## config.mk

```make
export PLATFORM = sky130hd
export DESIGN_NAME = qnorm_sq
export DESIGN_NICKNAME = d
export VERILOG_FILES = /design/src/hw/rtl/qnorm_pkg.sv /design/src/hw/rtl/qnorm_sq.sv
export SDC_FILE = /design/constraint.sdc
export NUM_CORES = 2
export LEC_CHECK = 0
export BUFFER_PORTS_ARGS = -buffer_cell sky130_fd_sc_hd__buf_2
export CAP_MARGIN = 20
export CORE_UTILIZATION = 55
export DETAILED_ROUTE_END_ITERATION = 7
export GPL_TIMING_DRIVEN = 0
export PLACE_DENSITY = 0.7
export SLEW_MARGIN = 20
export SYNTH_ARGS = -nofsm -noshare
export SYNTH_HDL_FRONTEND = slang
export SYNTH_SLANG_ARGS = --single-unit
```

## constraint.sdc

```tcl
create_clock -name clk -period 8.7 [get_ports clk]
set_input_delay 1.74 -clock clk [delete_from_list [all_inputs] [get_ports clk]]
set_output_delay 1.74 -clock clk [all_outputs]
set_load 0.02 [all_outputs]
```

## src/hw/rtl/qnorm_pkg.sv

```systemverilog
// Shared widths and types for the quaternion normalizer.
// No dependencies; all qnorm modules import this package.
`default_nettype none
package qnorm_pkg;
  localparam int CW     = 16;
  localparam int FB     = 14;
  localparam int SQ_W   = 2 * CW;
  localparam int SUM_W  = 2 * CW + 1;
  localparam int ROOT_W = CW + 1;
  localparam int Q_W    = FB + 1;
  localparam int DIVD_W = CW + FB;
  localparam int NCOMP  = 4;
  localparam logic [CW-1:0] ONE_RAW = CW'(1) << FB;

  typedef logic [CW-1:0] mag_t;
  typedef logic [Q_W-1:0] quo_t;

  typedef struct packed {
    logic [NCOMP-1:0]            neg;
    logic [NCOMP-1:0][CW-1:0]    mag;
    logic                        fb;
  } side_t;
endpackage
`default_nettype wire

```

## src/hw/rtl/qnorm_sq.sv

```systemverilog
// Magnitude, squaring and sum-of-squares stages (three registers).
// Depends on qnorm_pkg.
`default_nettype none
module qnorm_sq import qnorm_pkg::*; (
  input  wire logic                        clk,
  input  wire logic                        rst_n,
  input  wire logic                        en,
  input  wire logic                        vld_i,
  input  wire logic [NCOMP-1:0][CW-1:0]    comp_i,
  output logic                             vld_o,
  output logic [SUM_W-1:0]                 sum_o,
  output side_t                            side_o
);
  logic                       v1_r, v2_r, v3_r;
  side_t                      s1_r, s2_r, s3_r, s1_nxt;
  logic [NCOMP-1:0][SQ_W-1:0] sq_r;
  logic [SUM_W-1:0]           sum_r, sum_nxt;

  always_comb begin
    s1_nxt.fb = (comp_i == '0);
    for (int i = 0; i < NCOMP; i++) begin
      s1_nxt.neg[i] = comp_i[i][CW-1];
      s1_nxt.mag[i] = comp_i[i][CW-1] ? CW'(-comp_i[i]) : comp_i[i];
    end
    sum_nxt = SUM_W'(sq_r[0]) + SUM_W'(sq_r[1]) + SUM_W'(sq_r[2]) + SUM_W'(sq_r[3]);
  end

  always_ff @(posedge clk) begin
    if (!rst_n) begin
      v1_r <= 1'b0;
      v2_r <= 1'b0;
      v3_r <= 1'b0;
    end else if (en) begin
      v1_r <= vld_i;
      v2_r <= v1_r;
      v3_r <= v2_r;
    end
  end

  always_ff @(posedge clk) begin
    if (en) begin
      s1_r <= s1_nxt;
      s2_r <= s1_r;
      for (int i = 0; i < NCOMP; i++) begin
        sq_r[i] <= s1_r.mag[i] * s1_r.mag[i];
      end
      s3_r  <= s2_r;
      sum_r <= sum_nxt;
    end
  end

  assign vld_o  = v3_r;
  assign sum_o  = sum_r;
  assign side_o = s3_r;
endmodule
`default_nettype wire

```

==> flow_summary.json <==
{
  "cts_tree": "yes",
  "clockBufferDepth": 3,
  "core-area_um2": 79100,
  "post-cts-setup-buffer-count": 0,
  "syn_to_final_growth_pct": 8.41,
  "antenna_found_initial": 2,
  "clk_latency_ps": 610,
  "htree_levels": 2,
  "path_cells": "clkbuf_1 > clkbuf_1 > nand2_1 > fa_1 > fa_1 > inv_1 > fa_1 > fa_1 > fa_1 > inv_1 > fa_1 > inv_1 > ha_1 > and3_1 > a221o_1 > a211o_1 > a31oi_2 > o31ai_2 > o21ai_1 > a31oi_2 > mux2i_1 > a311o_1",
  "slowest_stage": "fa_1",
  "relSlewSlack": 0.156,
  "vias_per_cell": 5.31,
  "drt-pass1-iter-count": 5,
  "fin_crit_ps": 7500,
  "tightest_slew_ps": 1250,
  "ys_ff_latch": 363,
  "pin_count": 171,
  "fmaxAchievable_mhz": 133,
  "die_w_um": 285,
  "maxCapViolations": 0,
  "drt_drc_violations_left": 0,
  "ys_seq_area_frac": 0.247,
  "chipHeight_um": 285,
  "grt_use_total": 0.256,
  "grt_pass1_wl_um": 163000,
  "cts-root-buf": "clkbuf_16",
  "nNetsFinal": 5635,
  "crit_type": "flip-flop to flip-flop",
  "dpl.hpwl_um": 81700,
  "status": "complete, no violations",
  "cp_num_buf_inv": 5,
  "vias": 29200,
  "drv_slew": 0,
  "layout_common_cells": "inv_1, fa_1, ha_1, nand2_1, edfxtp_1",
  "drive_gt1_frac": 0.0652,
  "cp_top_family": "adder cells",
  "crit_path_end_kind": "flip-flop",
  "globalRoute.totalOverflow": 0,
  "finClkSkew_ps": 25.8,
  "drtIter0Drc": 1864,
  "crit_required_ps": 9000,
  "cts_buffers": 42,
  "mappedNetlistArea_um2": 44000,
  "cpPeakStageDelay_ps": 550,
  "antenna_left": 0,
  "critPathMostFrequentCell": "fa_1",
  "finalSetupTns_ps": 0,
  "final_hold_viol_count": 0,
  "synth_cell_types": 78,
  "port_buffers": 170,
  "avgSynthCellArea_um2": 10.5,
  "place.gp.congestion": 0.923,
  "wl_per_cell_um": 18.0,
  "rows": 103,
  "holdBufCountCts": 0,
  "yosys_warnings": 0,
  "cts_resized": 0,
  "post-route-period-util": 0.862,
  "wl_met3_um": 6290,
  "first_global_vias": 30700,
  "rsz0062_at_grt": "no",
  "ys_async_sr_fraction": 0,
  "clock-sinks": 363,
  "setup_viol": 0,
  "start_kind": "flip-flop",
  "routed-wl-met2_um": 46900,
  "wl_met1_um": 43100,
  "netlist_instances": 4195,
  "die-area_um2": 81200,
  "start_util": 0.557,
  "top_layer": "met4",
  "worstPathArrival_ps": 7800,
  "ys.flop_type": "edfxtp_1",
  "totalWireLength_um": 99200,
  "critPathMaxFanout": 10,
  "grt_max_degree": 98,
  "synth_edf_count": 360,
  "min_path_type": "flip-flop to flip-flop",
  "cts.clk_slew.worst_paths_ps": 60,
  "final_common_cell": "inv_1"
}
-- cells by family after synthesis --
| kind of cell | count (synthesis) | synth area share |
|---|---|---|
| flip-flops | 363 | 0.247 |
| AND/OR/NAND/NOR | 852 | 0.0922 |
| AO/OA/AOI/OAI | 456 | 0.0683 |
| adder cells (fa/ha/maj) | 1153 | 0.449 |
| buffers and inverters | 1133 | 0.0967 |
| XOR/XNOR | 227 | 0.0451 |
| multiplexers | 9 | 0.00216 |
| other | 2 | 0.000171 |
-- synth_stat cells (7+ instances only) --
cell	count	share of area
a21oi_1	153	0.017
edfxtp_1	360	0.25
nand4_1	16	0.0023
o21bai_1	18	0.0031
o21ai_0	70	0.0080
fa_1	710	0.32
clkbuf_1	93	0.0079
nand2b_1	25	0.0036
and3_1	26	0.0037
nor2_1	135	0.012
nor3_1	11	0.0012
xnor2_1	180	0.036
a211oi_1	13	0.0022
o211ai_1	8	0.0014
nand2_1	374	0.032
or4_1	7	0.0012
o41ai_1	11	0.0022
or2_2	16	0.0023
xor2_1	47	0.0093
a31o_2	12	0.0024
a31oi_1	13	0.0018
inv_1	1037	0.088
o31ai_1	16	0.0027
nor4_1	10	0.0014
o21a_1	14	0.0024
nand3_1	28	0.0032
a21o_1	72	0.012
ha_1	443	0.13
and2_1	143	0.020
nor2b_1	32	0.0045
-- registers in the layout, indices dropped and copies added, names as in the netlist --
signal,count
side_o,69
v1_r,1
s1_r,69
v2_r,1
vld_o,1
s2_r,69
sq_r,120
sum_o,33
-- final cells by class --
| cell class | count | area, um2 |
|---|---|---|
| fill | 6652 | 31400 |
| multi-input combinational | 2700 | 28900 |
| sequential | 363 | 10900 |
| inverter | 1037 | 3890 |
| tap | 1050 | 1310 |
| clock buffer | 48 | 1070 |
| timing repair buffer | 174 | 948 |
| buffer | 96 | 368 |
| clock inverter | 29 | 349 |
| antenna | 1 | 2.50 |
-- per-stage QoR --
stage	instances	hold WS (ps)	area, um2	util	setup slack, ps
finish	5498	407	47700	0.603	1200
global route	5497	419	47700	0.603	800
CTS	5497	397	47700	0.603	1170
detailed placement	5420	405	46300	0.585	1220
global placement	5416	400	46200	0.584	509
floorplan	4196	400	44000	-	2310
-- layer usage --
| metal | up-vias | GRT usage |
|---|---|---|
| met2 | 863 | 0.417 |
| met4 | 0 | 0.0730 |
| met1 | 14600 | 0.362 |
| met5 | - | 0 |
| li1 | 13600 | - |
| met3 | 152 | 0.0342 |
-- worst paths after layout --
path	from	cells past startpoint	endpoint	slack, ps
worst min-delay path	s2_r[2]	0	side_o[2]	410
worst max register to register	s1_r[63]	22	sq_r[127]	1200
worst min register to register	s2_r[2]	0	side_o[2]	410
worst max-delay path	s1_r[63]	22	sq_r[127]	1200
Power is not shown: default switching activity piles up to over one toggle a cycle in this logic, so the estimate is an artifact.
