### src/hw/rtl/qnorm_pkg.sv
// Shared widths and types for the quaternion normalizer.
// No dependencies; all qnorm modules import this package.
`default_nettype none
package qnorm_pkg;
  localparam int CW     = 16;
  localparam int FB     = 14;
  localparam int SQ_W   = 2 * CW;
  localparam int SUM_W  = 2 * CW + 1;
  localparam int ROOT_W = CW + 1;
  localparam int Q_W    = FB + 1;
  localparam int DIVD_W = CW + FB;
  localparam int NCOMP  = 4;
  localparam logic [CW-1:0] ONE_RAW = CW'(1) << FB;

  typedef logic [CW-1:0] mag_t;
  typedef logic [Q_W-1:0] quo_t;

  typedef struct packed {
    logic [NCOMP-1:0]            neg;
    logic [NCOMP-1:0][CW-1:0]    mag;
    logic                        fb;
  } side_t;
endpackage
`default_nettype wire

### src/hw/rtl/qnorm_sqrt.sv
// Floor integer square root, one root bit per pipeline stage.
// Depends on qnorm_pkg.
`default_nettype none
module qnorm_sqrt import qnorm_pkg::*; (
  input  wire logic              clk,
  input  wire logic              rst_n,
  input  wire logic              en,
  input  wire logic              vld_i,
  input  wire logic [SUM_W-1:0]  sum_i,
  input  wire side_t             side_i,
  output logic                   vld_o,
  output logic [ROOT_W-1:0]      root_o,
  output side_t                  side_o
);
  logic [ROOT_W-1:0]              vld_r;
  logic [ROOT_W-1:0][SUM_W-1:0]   rem_r;
  logic [ROOT_W-1:0][ROOT_W-1:0]  root_r;
  side_t                          side_r [ROOT_W];

  for (genvar s = 0; s < ROOT_W; s++) begin : g_stage
    localparam int B = ROOT_W - 1 - s;
    logic [SUM_W-1:0]  rem_in, rem_nxt;
    logic [ROOT_W-1:0] root_in, root_nxt;
    logic [SUM_W:0]    trial;
    logic              vld_in;
    side_t             side_in;

    if (s == 0) begin : g_first
      assign rem_in  = sum_i;
      assign root_in = '0;
      assign vld_in  = vld_i;
      assign side_in = side_i;
    end else begin : g_next
      assign rem_in  = rem_r[s-1];
      assign root_in = root_r[s-1];
      assign vld_in  = vld_r[s-1];
      assign side_in = side_r[s-1];
    end

    always_comb begin
      trial    = ((SUM_W+1)'(root_in) << (B + 1)) | ((SUM_W+1)'(1) << (2 * B));
      rem_nxt  = rem_in;
      root_nxt = root_in;
      if ({1'b0, rem_in} >= trial) begin
        rem_nxt  = SUM_W'({1'b0, rem_in} - trial);
        root_nxt = root_in | (ROOT_W'(1) << B);
      end
    end

    always_ff @(posedge clk) begin
      if (!rst_n) begin
        vld_r[s] <= 1'b0;
      end else if (en) begin
        vld_r[s] <= vld_in;
      end
    end

    always_ff @(posedge clk) begin
      if (en) begin
        rem_r[s]  <= rem_nxt;
        root_r[s] <= root_nxt;
        side_r[s] <= side_in;
      end
    end
  end

  assign vld_o  = vld_r[ROOT_W-1];
  assign root_o = root_r[ROOT_W-1];
  assign side_o = side_r[ROOT_W-1];
endmodule
`default_nettype wire

### config.mk
export PLATFORM = sky130hd
export DESIGN_NAME = qnorm_sqrt
export DESIGN_NICKNAME = d
export VERILOG_FILES = /design/src/hw/rtl/qnorm_pkg.sv /design/src/hw/rtl/qnorm_sqrt.sv
export SDC_FILE = /design/constraint.sdc
export NUM_CORES = 2
export LEC_CHECK = 0
export ABC_AREA = 1
export BUFFER_PORTS_ARGS = -buffer_cell sky130_fd_sc_hd__buf_2
export CAP_MARGIN = 15
export CORE_MARGIN = 3
export CORE_UTILIZATION = 66
export DETAILED_ROUTE_END_ITERATION = 8
export GPL_TIMING_DRIVEN = 0
export MAX_ROUTING_LAYER = met4
export PLACE_DENSITY = 0.88
export SLEW_MARGIN = 20
export SYNTH_ARGS = -nofsm -noshare
export SYNTH_HDL_FRONTEND = slang
export SYNTH_SLANG_ARGS = --single-unit
export TNS_END_PERCENT = 100
### constraint.sdc
create_clock -name clk -period 4.88 [get_ports clk]
set_clock_uncertainty 0.15 [all_clocks]
set_input_delay 0 -clock clk [delete_from_list [all_inputs] [get_ports clk]]
set_output_delay 0 -clock clk [all_outputs]
set_load 0.05 [all_outputs]
==> impl_metrics.py <==
metrics = {
    "clock_network": {
        "clock-sinks": 1871,
        "cts_root_buf": "clkbuf_16",
        "cts.reportedPaths.clkPinSlew_ps": 70,
        "h-tree-depth": 4,
        "cts-buffers-inserted": 177,
        "cts_buffer_depth": 3,
        "post_cts_buffers": 0,
        "clock_latency_ps": 790,
        "cts_tree": "done",
        "postCtsHoldBufs": 211,
        "post_cts_resized": 0,
    },
    "floorplanning": {
        "io_pins": 193,
        "initial_core_util": 0.6685,
        "die_w_um": 339.0,
        "coreArea_mm2": 0.1095,
        "die_area_mm2": 0.1149,
        "num_rows": 121,
        "dieHeight_um": 339.0,
    },
    "placement": {
        "gp_congestion": 0.9075,
        "io_buffers": 191,
        "dp_hpwl_um": 96990,
        "pre_cts_ws_ps": 1053,
        "dp.cells": 7047,
    },
    "worst_setup_path": {
        "critical_path_class": "in2reg",
        "critical_path_buf_inv_count": 7,
        "path_cells": "dlygate4sd3_1 -> buf_12 -> buf_16 -> buf_16 -> buf_16 -> buf_16 -> buf_16",
        "crit_path_max_incr_delay_ps": 600,
        "critPathLaunchType": "input pin",
        "critPathCaptureType": "flip-flop",
        "r2r_end": "g_stage[12].rem_in[30]",
        "r2r_cells": 11,
        "cp_top_family": "buffers and inverters",
        "slowest_stage": "dlygate4sd3_1",
        "arrival_ps": 4070,
        "worst-path-max-fanout": 166,
        "cp.required_ps": 5140,
        "r2r_start": "g_stage[11].root_in[15]",
        "ff2ff_setup_slack_ps": 1800,
        "cp_common_cell": "buf_16",
    },
    "detailed_routing": {
        "dr_total_vias": 43360,
        "dr.pass1.iters": 6,
        "drcViolationCount": 0,
        "ant_nets": 0,
        "wl_met2_um": 85950,
        "met3WireLength_um": 13070,
        "wire_per_inst_um": 22.68,
        "drt-met1-wl_um": 63930,
        "wl_um": 172000,
        "topRoutingLayerUsed": "met4",
        "drtIter0Drc": 5206,
        "via_per_inst": 5.715,
    },
    "yosys": {
        "synth_top_area_share": 0.7608,
        "yosys-top-cells-count": "edfxtp_1, nand2_1, inv_1",
        "yosys_warnings": 0,
        "synth_area_leaders": "edfxtp_1, nand2_1, inv_1, ha_1, nor2_1",
        "synth_area_mm2": 0.07318,
        "ys_seq_area_frac": 0.7655,
        "ys_types": 55,
        "avgSynthCellArea_um2": 13.63,
        "synth_flop_cell": "edfxtp_1",
        "synth-seq-cells": 1871,
        "synth_edf_count": 1854,
        "synth_fp_nets": 5639,
        "syn_inst": 5367,
        "yosysMostFrequentCell": "edfxtp_1",
        "synth-async-reset-ratio": 0,
        "synth_area_leader_cell": "edfxtp_1",
    },
    "timing": {
        "fin_hold_ws_ps": 147.6,
        "worst_pin_slew_ps": 1052,
        "fin_crit_ps": 3811,
        "setup_tns_ps": 0,
        "fmax_mhz": 262.4,
        "fin_crit_sh": 0.7810,
        "relSlewSlack": 0.2921,
        "hold_viol": 0,
        "rsz0062_at_grt": "false",
        "timing.final.ws_setup_ps": 1069,
        "finalMaxSlewViolations": 0,
        "finalSetupViolations": 0,
    },
    "power_and_ir_drop": {
        "cellPowerDensity_mw_per_mm2": 472.2,
        "cellLeakagePower_nw": 33.43,
        "peakVddDrop_mv": 0.4902,
    },
    "final_layout": {
        "area_growth_pct": 15.32,
        "fill_cells": 6186,
        "drive_above_1_share": 0.1039,
        "post_layout_nonfiller_instances": 7586,
        "nets": 6233,
    },
    "global_route": {
        "grt_usage": 0.3108,
        "grt_max_degree": 167,
        "grt_pass1_vias": 43280,
        "antenna_found_initial": 2,
        "grt_overflow": 0,
        "grt_pass1_wl_um": 260100,
    },
    "worst_hold_path": {
        "hp-start": "en",
        "hold_end": "side_r[0][128]",
        "hp-class": "in2reg",
        "hold_depth": 2,
    },
    "flow_run": {
        "cap_violations": 0,
    },
    "status": {
        "status": "complete, no violations",
    },
}
==> registers in the layout (all words and copies together) (netlist names) <==
register         count
vld_o                1
side_r            1173
g_stage.root_in    136
g_stage.rem_in     528
root_o              17
g_stage.vld_in      16
==> worst max-delay path by stage <==
stage / startpoint / to / slack [ps] / cells after the start
2_1_floorplan: g_stage[5].rem_in[24] / g_stage[6].rem_in[25] / 2740 / 8
3_3_place_gp: en / side_r[2][21] / -23450 / 1
3_5_place_dp: en / side_r[1][76] / 1050 / 6
4_1_cts: en / side_r[0][301] / 1240 / 7
5_1_grt: en / side_r[0][14] / 850 / 7
6_report: en / side_r[1][109] / 1070 / 7
==> layout make-up <==
type | count | area (µm²) | share of cell area
sequential | 1871 | 56010 | 0.6638
multi-input combinational | 2816 | 14450 | 0.1712
clock buffer | 217 | 4601 | 0.05452
timing repair buffer | 415 | 3441 | 0.04078
inverter | 645 | 2429 | 0.02878
tap | 1476 | 1847 | 0.02189
clock inverter | 110 | 1319 | 0.01563
buffer | 35 | 284.0 | 0.003366
antenna | 1 | 2.502 | 0.00002965
==> logic make-up (layout without fill, tap and decap cells) <==
family / after synthesis / count (layout) / synth area share
DFF: 1871 / 1871 / 0.7655
xor gates and xnor gates: 118 / 118 / 0.01412
other: 1 / 2 / 0.00005125
and+or+nand+nor: 2228 / 2228 / 0.1291
adders and majority gates: 166 / 166 / 0.02838
buffers and inverters: 680 / 1422 / 0.03707
AOI/OAI and AO/OA: 303 / 303 / 0.02580
==> metrics by stage <==
stage / util / instance area, µm² / power (mW)
floorplan: - / 73180 / 23.47
global placement: 0.6941 / 75980 / 25.98
detailed placement: 0.6975 / 76350 / 25.34
CTS: 0.7709 / 84380 / 39.61
global route: 0.7709 / 84380 / 41.27
finish: 0.7709 / 84380 / 39.85
==> layout by cell type (no fill, tap or decap), types with 116 or more instances in the layout <==
master / netlist / layout
dlygate4sd3_1: 0 / 211
nor2_1: 405 / 405
ha_1: 166 / 166
nand2_1: 1303 / 1303
nand3_1: 270 / 270
clkbuf_16: 0 / 178
inv_1: 629 / 629
edfxtp_1: 1854 / 1854
a21oi_1: 116 / 116
buf_2: 5 / 195
==> power by group <==
group	switching, mW	internal (mW)	total, mW
combinational	3.62	1.67	5.29
clock	6.39	7.88	14.3
sequential	0.917	19.4	20.3
==> per-layer routing <==
layer / GRT usage / vias to the layer above
met4: 0.1400 / 0
met5: - / -
met3: 0.05077 / 603
met2: 0.5113 / 2336
li1: - / 19800
met1: 0.3843 / 20620
Power figures use the tool's default switching activity.
