File: config.mk
export PLATFORM = sky130hd
export DESIGN_NAME = qnorm_div
export DESIGN_NICKNAME = d
export VERILOG_FILES = /design/src/hw/rtl/qnorm_pkg.sv /design/src/hw/rtl/qnorm_div.sv
export SDC_FILE = /design/constraint.sdc
export NUM_CORES = 2
export LEC_CHECK = 0
export BUFFER_PORTS_ARGS = -buffer_cell sky130_fd_sc_hd__buf_2
export CAP_MARGIN = 10
export CORE_ASPECT_RATIO = 0.7
export CORE_MARGIN = 1.5
export CORE_UTILIZATION = 30
export CTS_BUF_LIST = sky130_fd_sc_hd__clkbuf_4 sky130_fd_sc_hd__clkbuf_8 sky130_fd_sc_hd__clkbuf_16
export CTS_CLUSTER_SIZE = 8
export DETAILED_ROUTE_END_ITERATION = 8
export HOLD_SLACK_MARGIN = 0.12
export MAX_ROUTING_LAYER = met4
export SKIP_LAST_GASP = 1
export SYNTH_ARGS = -nofsm -noshare
export SYNTH_HDL_FRONTEND = slang
export SYNTH_SLANG_ARGS = --single-unit
File: constraint.sdc
create_clock -name clk -period 3.5 [get_ports clk]
set_input_delay 0.35 -clock clk [delete_from_list [all_inputs] [get_ports clk]]
set_output_delay 0.35 -clock clk [all_outputs]
set_load 0.02 [all_outputs]
File: src/hw/rtl/qnorm_pkg.sv
// Shared widths and types for the quaternion normalizer.
// No dependencies; all qnorm modules import this package.
`default_nettype none
package qnorm_pkg;
  localparam int CW     = 16;
  localparam int FB     = 14;
  localparam int SQ_W   = 2 * CW;
  localparam int SUM_W  = 2 * CW + 1;
  localparam int ROOT_W = CW + 1;
  localparam int Q_W    = FB + 1;
  localparam int DIVD_W = CW + FB;
  localparam int NCOMP  = 4;
  localparam logic [CW-1:0] ONE_RAW = CW'(1) << FB;

  typedef logic [CW-1:0] mag_t;
  typedef logic [Q_W-1:0] quo_t;

  typedef struct packed {
    logic [NCOMP-1:0]            neg;
    logic [NCOMP-1:0][CW-1:0]    mag;
    logic                        fb;
  } side_t;
endpackage
`default_nettype wire

File: src/hw/rtl/qnorm_div.sv
// Four-lane restoring divider, one quotient bit per pipeline stage.
// Depends on qnorm_pkg.
`default_nettype none
module qnorm_div import qnorm_pkg::*; (
  input  wire logic               clk,
  input  wire logic               rst_n,
  input  wire logic               en,
  input  wire logic               vld_i,
  input  wire logic [ROOT_W-1:0]  norm_i,
  input  wire side_t              side_i,
  output logic                    vld_o,
  output quo_t [NCOMP-1:0]        quo_o,
  output side_t                   side_o
);
  logic [Q_W-1:0]                       vld_r;
  logic [Q_W-1:0][ROOT_W-1:0]           norm_r;
  side_t                                side_r [Q_W];
  logic [Q_W-1:0][NCOMP-1:0][DIVD_W-1:0] rem_r;
  logic [Q_W-1:0][NCOMP-1:0][Q_W-1:0]    quo_r;

  for (genvar s = 0; s < Q_W; s++) begin : g_stage
    localparam int B = Q_W - 1 - s;
    logic                           vld_in;
    logic [ROOT_W-1:0]              norm_in;
    side_t                          side_in;
    logic [NCOMP-1:0][DIVD_W-1:0]   rem_in, rem_nxt;
    logic [NCOMP-1:0][Q_W-1:0]      quo_in, quo_nxt;
    logic [DIVD_W:0]                dsr;

    if (s == 0) begin : g_first
      assign vld_in  = vld_i;
      assign norm_in = norm_i;
      assign side_in = side_i;
      for (genvar l = 0; l < NCOMP; l++) begin : g_ld
        assign rem_in[l] = DIVD_W'(side_i.mag[l]) << FB;
        assign quo_in[l] = '0;
      end
    end else begin : g_next
      assign vld_in  = vld_r[s-1];
      assign norm_in = norm_r[s-1];
      assign side_in = side_r[s-1];
      assign rem_in  = rem_r[s-1];
      assign quo_in  = quo_r[s-1];
    end

    always_comb begin
      dsr = (DIVD_W+1)'(norm_in) << B;
      for (int l = 0; l < NCOMP; l++) begin
        rem_nxt[l] = rem_in[l];
        quo_nxt[l] = quo_in[l];
        if ({1'b0, rem_in[l]} >= dsr) begin
          rem_nxt[l] = DIVD_W'({1'b0, rem_in[l]} - dsr);
          quo_nxt[l] = quo_in[l] | (Q_W'(1) << B);
        end
      end
    end

    always_ff @(posedge clk) begin
      if (!rst_n) begin
        vld_r[s] <= 1'b0;
      end else if (en) begin
        vld_r[s] <= vld_in;
      end
    end

    always_ff @(posedge clk) begin
      if (en) begin
        norm_r[s] <= norm_in;
        side_r[s] <= side_in;
        rem_r[s]  <= rem_nxt;
        quo_r[s]  <= quo_nxt;
      end
    end
  end

  assign vld_o  = vld_r[Q_W-1];
  assign side_o = side_r[Q_W-1];
  for (genvar l = 0; l < NCOMP; l++) begin : g_out
    assign quo_o[l] = quo_r[Q_W-1][l];
  end
endmodule
`default_nettype wire

==> impl_metrics.csv <==
group,metric,value,unit
synth,async_flop_share,0,%
detailed_routing,wl,424000,µm
clocking,numCtsBuffers,421,
power,leakage,0.0689,µW
critical_path,rr_worst_depth,12,
global_routing,grt_max_degree,131,
job,cap_violations,0,
clocking,clk_pin_slew,0.05,ns
critical_path,r2r_slack,0.04,ns
critical_path,worstPathRequired,4.19,ns
critical_path,crit_path_max_incr_delay,0.49,ns
clocking,cts-root-buf,"clkbuf_16",
synth,avgSynthCellArea,12.6,µm²
critical_path,critPathMaxFanout,4,
global_routing,track_usage,16.2,%
critical_path,cp-end-kind,"flip-flop",
synth,synth.distinct_cells,105,
sta,hold_ws,0.216,ns
hold_path,hp-class,"primary input to flip-flop",
detailed_routing,drt_iter0_drc,10400,
sta,drv_slew,0,
clocking,h-tree-depth,5,
detailed_routing,num_vias,103000,
clocking,clk-insertion-delay-late,1.01,ns
sta,period_share,98.8,%
detailed_routing,dr.pass1.iters,5,
floorplan,die_y,600,µm
synth,synth_edf_count,3013,
finish,fin_nets,14800,
global_routing,grt_pass1_vias,96800,
detailed_routing,drc_errors,0,
power,p_per_area,788,nW/µm²
sta,slew_headroom,47.8,%
floorplan,initial_core_util,30.1,%
synth,synth_largest_area_cell,"edfxtp_1",
global_routing,antenna_found_initial,31,
finish,instances_no_fill,20500,
global_routing,grt.overflow.total,0,
placed_design,io_buffers,219,
power,ir_drop,0.456,mV
hold_path,whs_endpoint,"g_stage[1].norm_in[13]",
clocking,cts_max_path_buffers,4,
sta,period_minus_slack,3.46,ns
synth,yosysTopAreaCellShare,59.2,%
finish,area_delta_synth_final,19.9,%
detailed_routing,post_drt_wl_per_cell,20.7,µm
critical_path,cp_data_arrival_time,4.15,ns
finish,final_common_cell,"edfxtp_1",
synth,ys.flop_type,"edfxtp_1",
sta,skew,0.108,ns
critical_path,cp_cell_sequence,"inv_1, ha_1, nor2b_1, o21ai_0, a21boi_0, buf_4, o221ai_1, o211a_1, a21oi_1, a211o_1, o21ai_0, a21oi_1",
sta,rsz0062_at_grt,"true",
synth,synthCells,12200,
critical_path,slowest_stage,"o221ai_1",
critical_path,start_kind,"flip-flop",
finish,seq_area,90800,µm²
placed_design,dp_cells,19800,
synth,syn_nets,13300,
critical_path,r2r_start,"g_stage[1].norm_in[2]",
status,outcome,"completed",
critical_path,r2r-end,"g_stage[2].rem_in[119]",
synth,ys_ff_latch,3028,
sta,worst_pin_slew,0.782,ns
floorplan,pin_count,220,
critical_path,path_class,"flip-flop to flip-flop",
hold_path,hp-start,"norm_i[13]",
global_routing,grt_first_pass_wirelength,626000,µm
hold_path,min_path_cells,2,
sta,finalSetupViolations,0,
placed_design,dp_hpwl,329000,µm
sta,hold_viol,0,
clocking,cts_sinks,3028,
floorplan,core_region_area,508000,µm²
sta,fmax,289,MHz
finish,fillCellCount,48800,
finish,drive_gt1_share,15.4,%
finish,multiInputGateArea,60000,µm²
synth,yosys_warnings,0,
synth,synth_area_leaders,"edfxtp_1 59%, ha_1 8.3%, xnor2_1 3.3%",
synth,synth.cell_area,153000,µm²
finish,final_cell_mix,"3013 x edfxtp_1, 1007 x ha_1, 905 x a21oi_1",
detailed_routing,drt-vias-per-instance,5.01,
detailed_routing,ant_nets,0,
synth,ys_seq_area_share,59.4,%
floorplan,num_rows,219,
floorplan,dieArea,514000,µm²
clocking,tritoncts,"yes",
floorplan,dieWidth,856,µm
placed_design,gp_congestion,0.936,
==> cell families after synthesis <==
family,share of synthesized area (%)
AO/OA/AOI/OAI,11.6
XOR/XNOR,5.83
adder cells (fa/ha/maj),9.01
buffers and inverters,1.80
flip-flops,59.4
multiplexers,2.23
AND/OR/NAND/NOR,10.1
==> critical path: cells and delay by family, from the launching register on <==
family,cells,cell delay [ns]
compound gates,8,1.85
flops,1,0.38
fa+ha+maj,1,0.35
buf+inv,2,0.48
simple gates,1,0.15
==> through the flow <==
stage	area [µm²]	setup slack [ns]	setup TNS [ns]	util (%)	total power [µW]
floorplan	153000	0.0512	0	-	88600
global placement	170000	-0.0788	-0.256	33.4	106000
detailed placement	170000	-0.0850	-0.247	33.4	107000
CTS	183000	-0.0400	-0.0400	35.9	144000
global route	183000	-0.120	-0.978	36.1	153000
finish	183000	0.0435	0	36.1	144000
==> synthesized netlist by cell type, types with 136 or more instances <==
library cell and n:
nor3_1 257, ha_1 1012, clkbuf_1 164, edfxtp_1 3013
a21o_1 309, nand3_1 208, nand2_1 810, nor2b_1 176
o21ai_0 718, nand2b_1 202, xor2_1 438, nand4_1 136
mux2_2 274, o21a_1 154, inv_1 512, xnor2_1 580
a21oi_1 922, nor2_1 876
==> layer usage <==
| metal | wire length (µm) | GRT usage (%) |
|---|---|---|
| met1 | 213000 | 24.9 |
| met2 | 170000 | 22.0 |
| met3 | 32800 | 3.12 |
| met4 | 8260 | 3.36 |
| met5 | 0 | - |
==> worst max-delay path by stage <==
stage,start,to
4_1_cts,g_stage[10].norm_in[1],g_stage[11].rem_in[85]
3_3_place_gp,g_stage[6].norm_in[2],g_stage[7].rem_in[10]
2_1_floorplan,g_stage[12].norm_in[0],g_stage[13].rem_in[84]
5_1_grt,g_stage[11].norm_in[14],g_stage[12].rem_in[57]
6_report,g_stage[1].norm_in[2],g_stage[2].rem_in[119]
3_5_place_dp,g_stage[10].norm_in[1],g_stage[11].rem_in[85]
==> report_power, final <==
part           internal [µW]  switching (µW)
registers              50600            5960
logic                  22700           28400
clock network          21700           15100
==> state kept, by name, indices dropped and copies added, names as in the netlist <==
register,flops
g_stage.norm_in,238
g_stage.quo_in,420
g_stage.rem_in,1260
g_stage.vld_in,14
quo_o,60
side_r,1035
vld_o,1
==> what timing repair did <==
action | CTS | global route
hold buffers | 131 | 0
buffers inserted | 0 | 35
resized for setup | 6 | 129
setup endpoints to repair | 10 | 294
pin swaps | 0 | 21
gates cloned | 0 | 1
endpoints found under the hold margin | 460 | 0
==> final cells by class <==
cell class                 count  share of cell area (%)
tap                         6740                    4.60
multi-input combinational   8427                    32.7
timing repair buffer        1288                    5.77
clock inverter                35                   0.436
sequential                  3028                    49.5
clock buffer                 441                    5.86
inverter                     514                    1.08
antenna                        9                  0.0123
(Power assumes the default switching activity.)
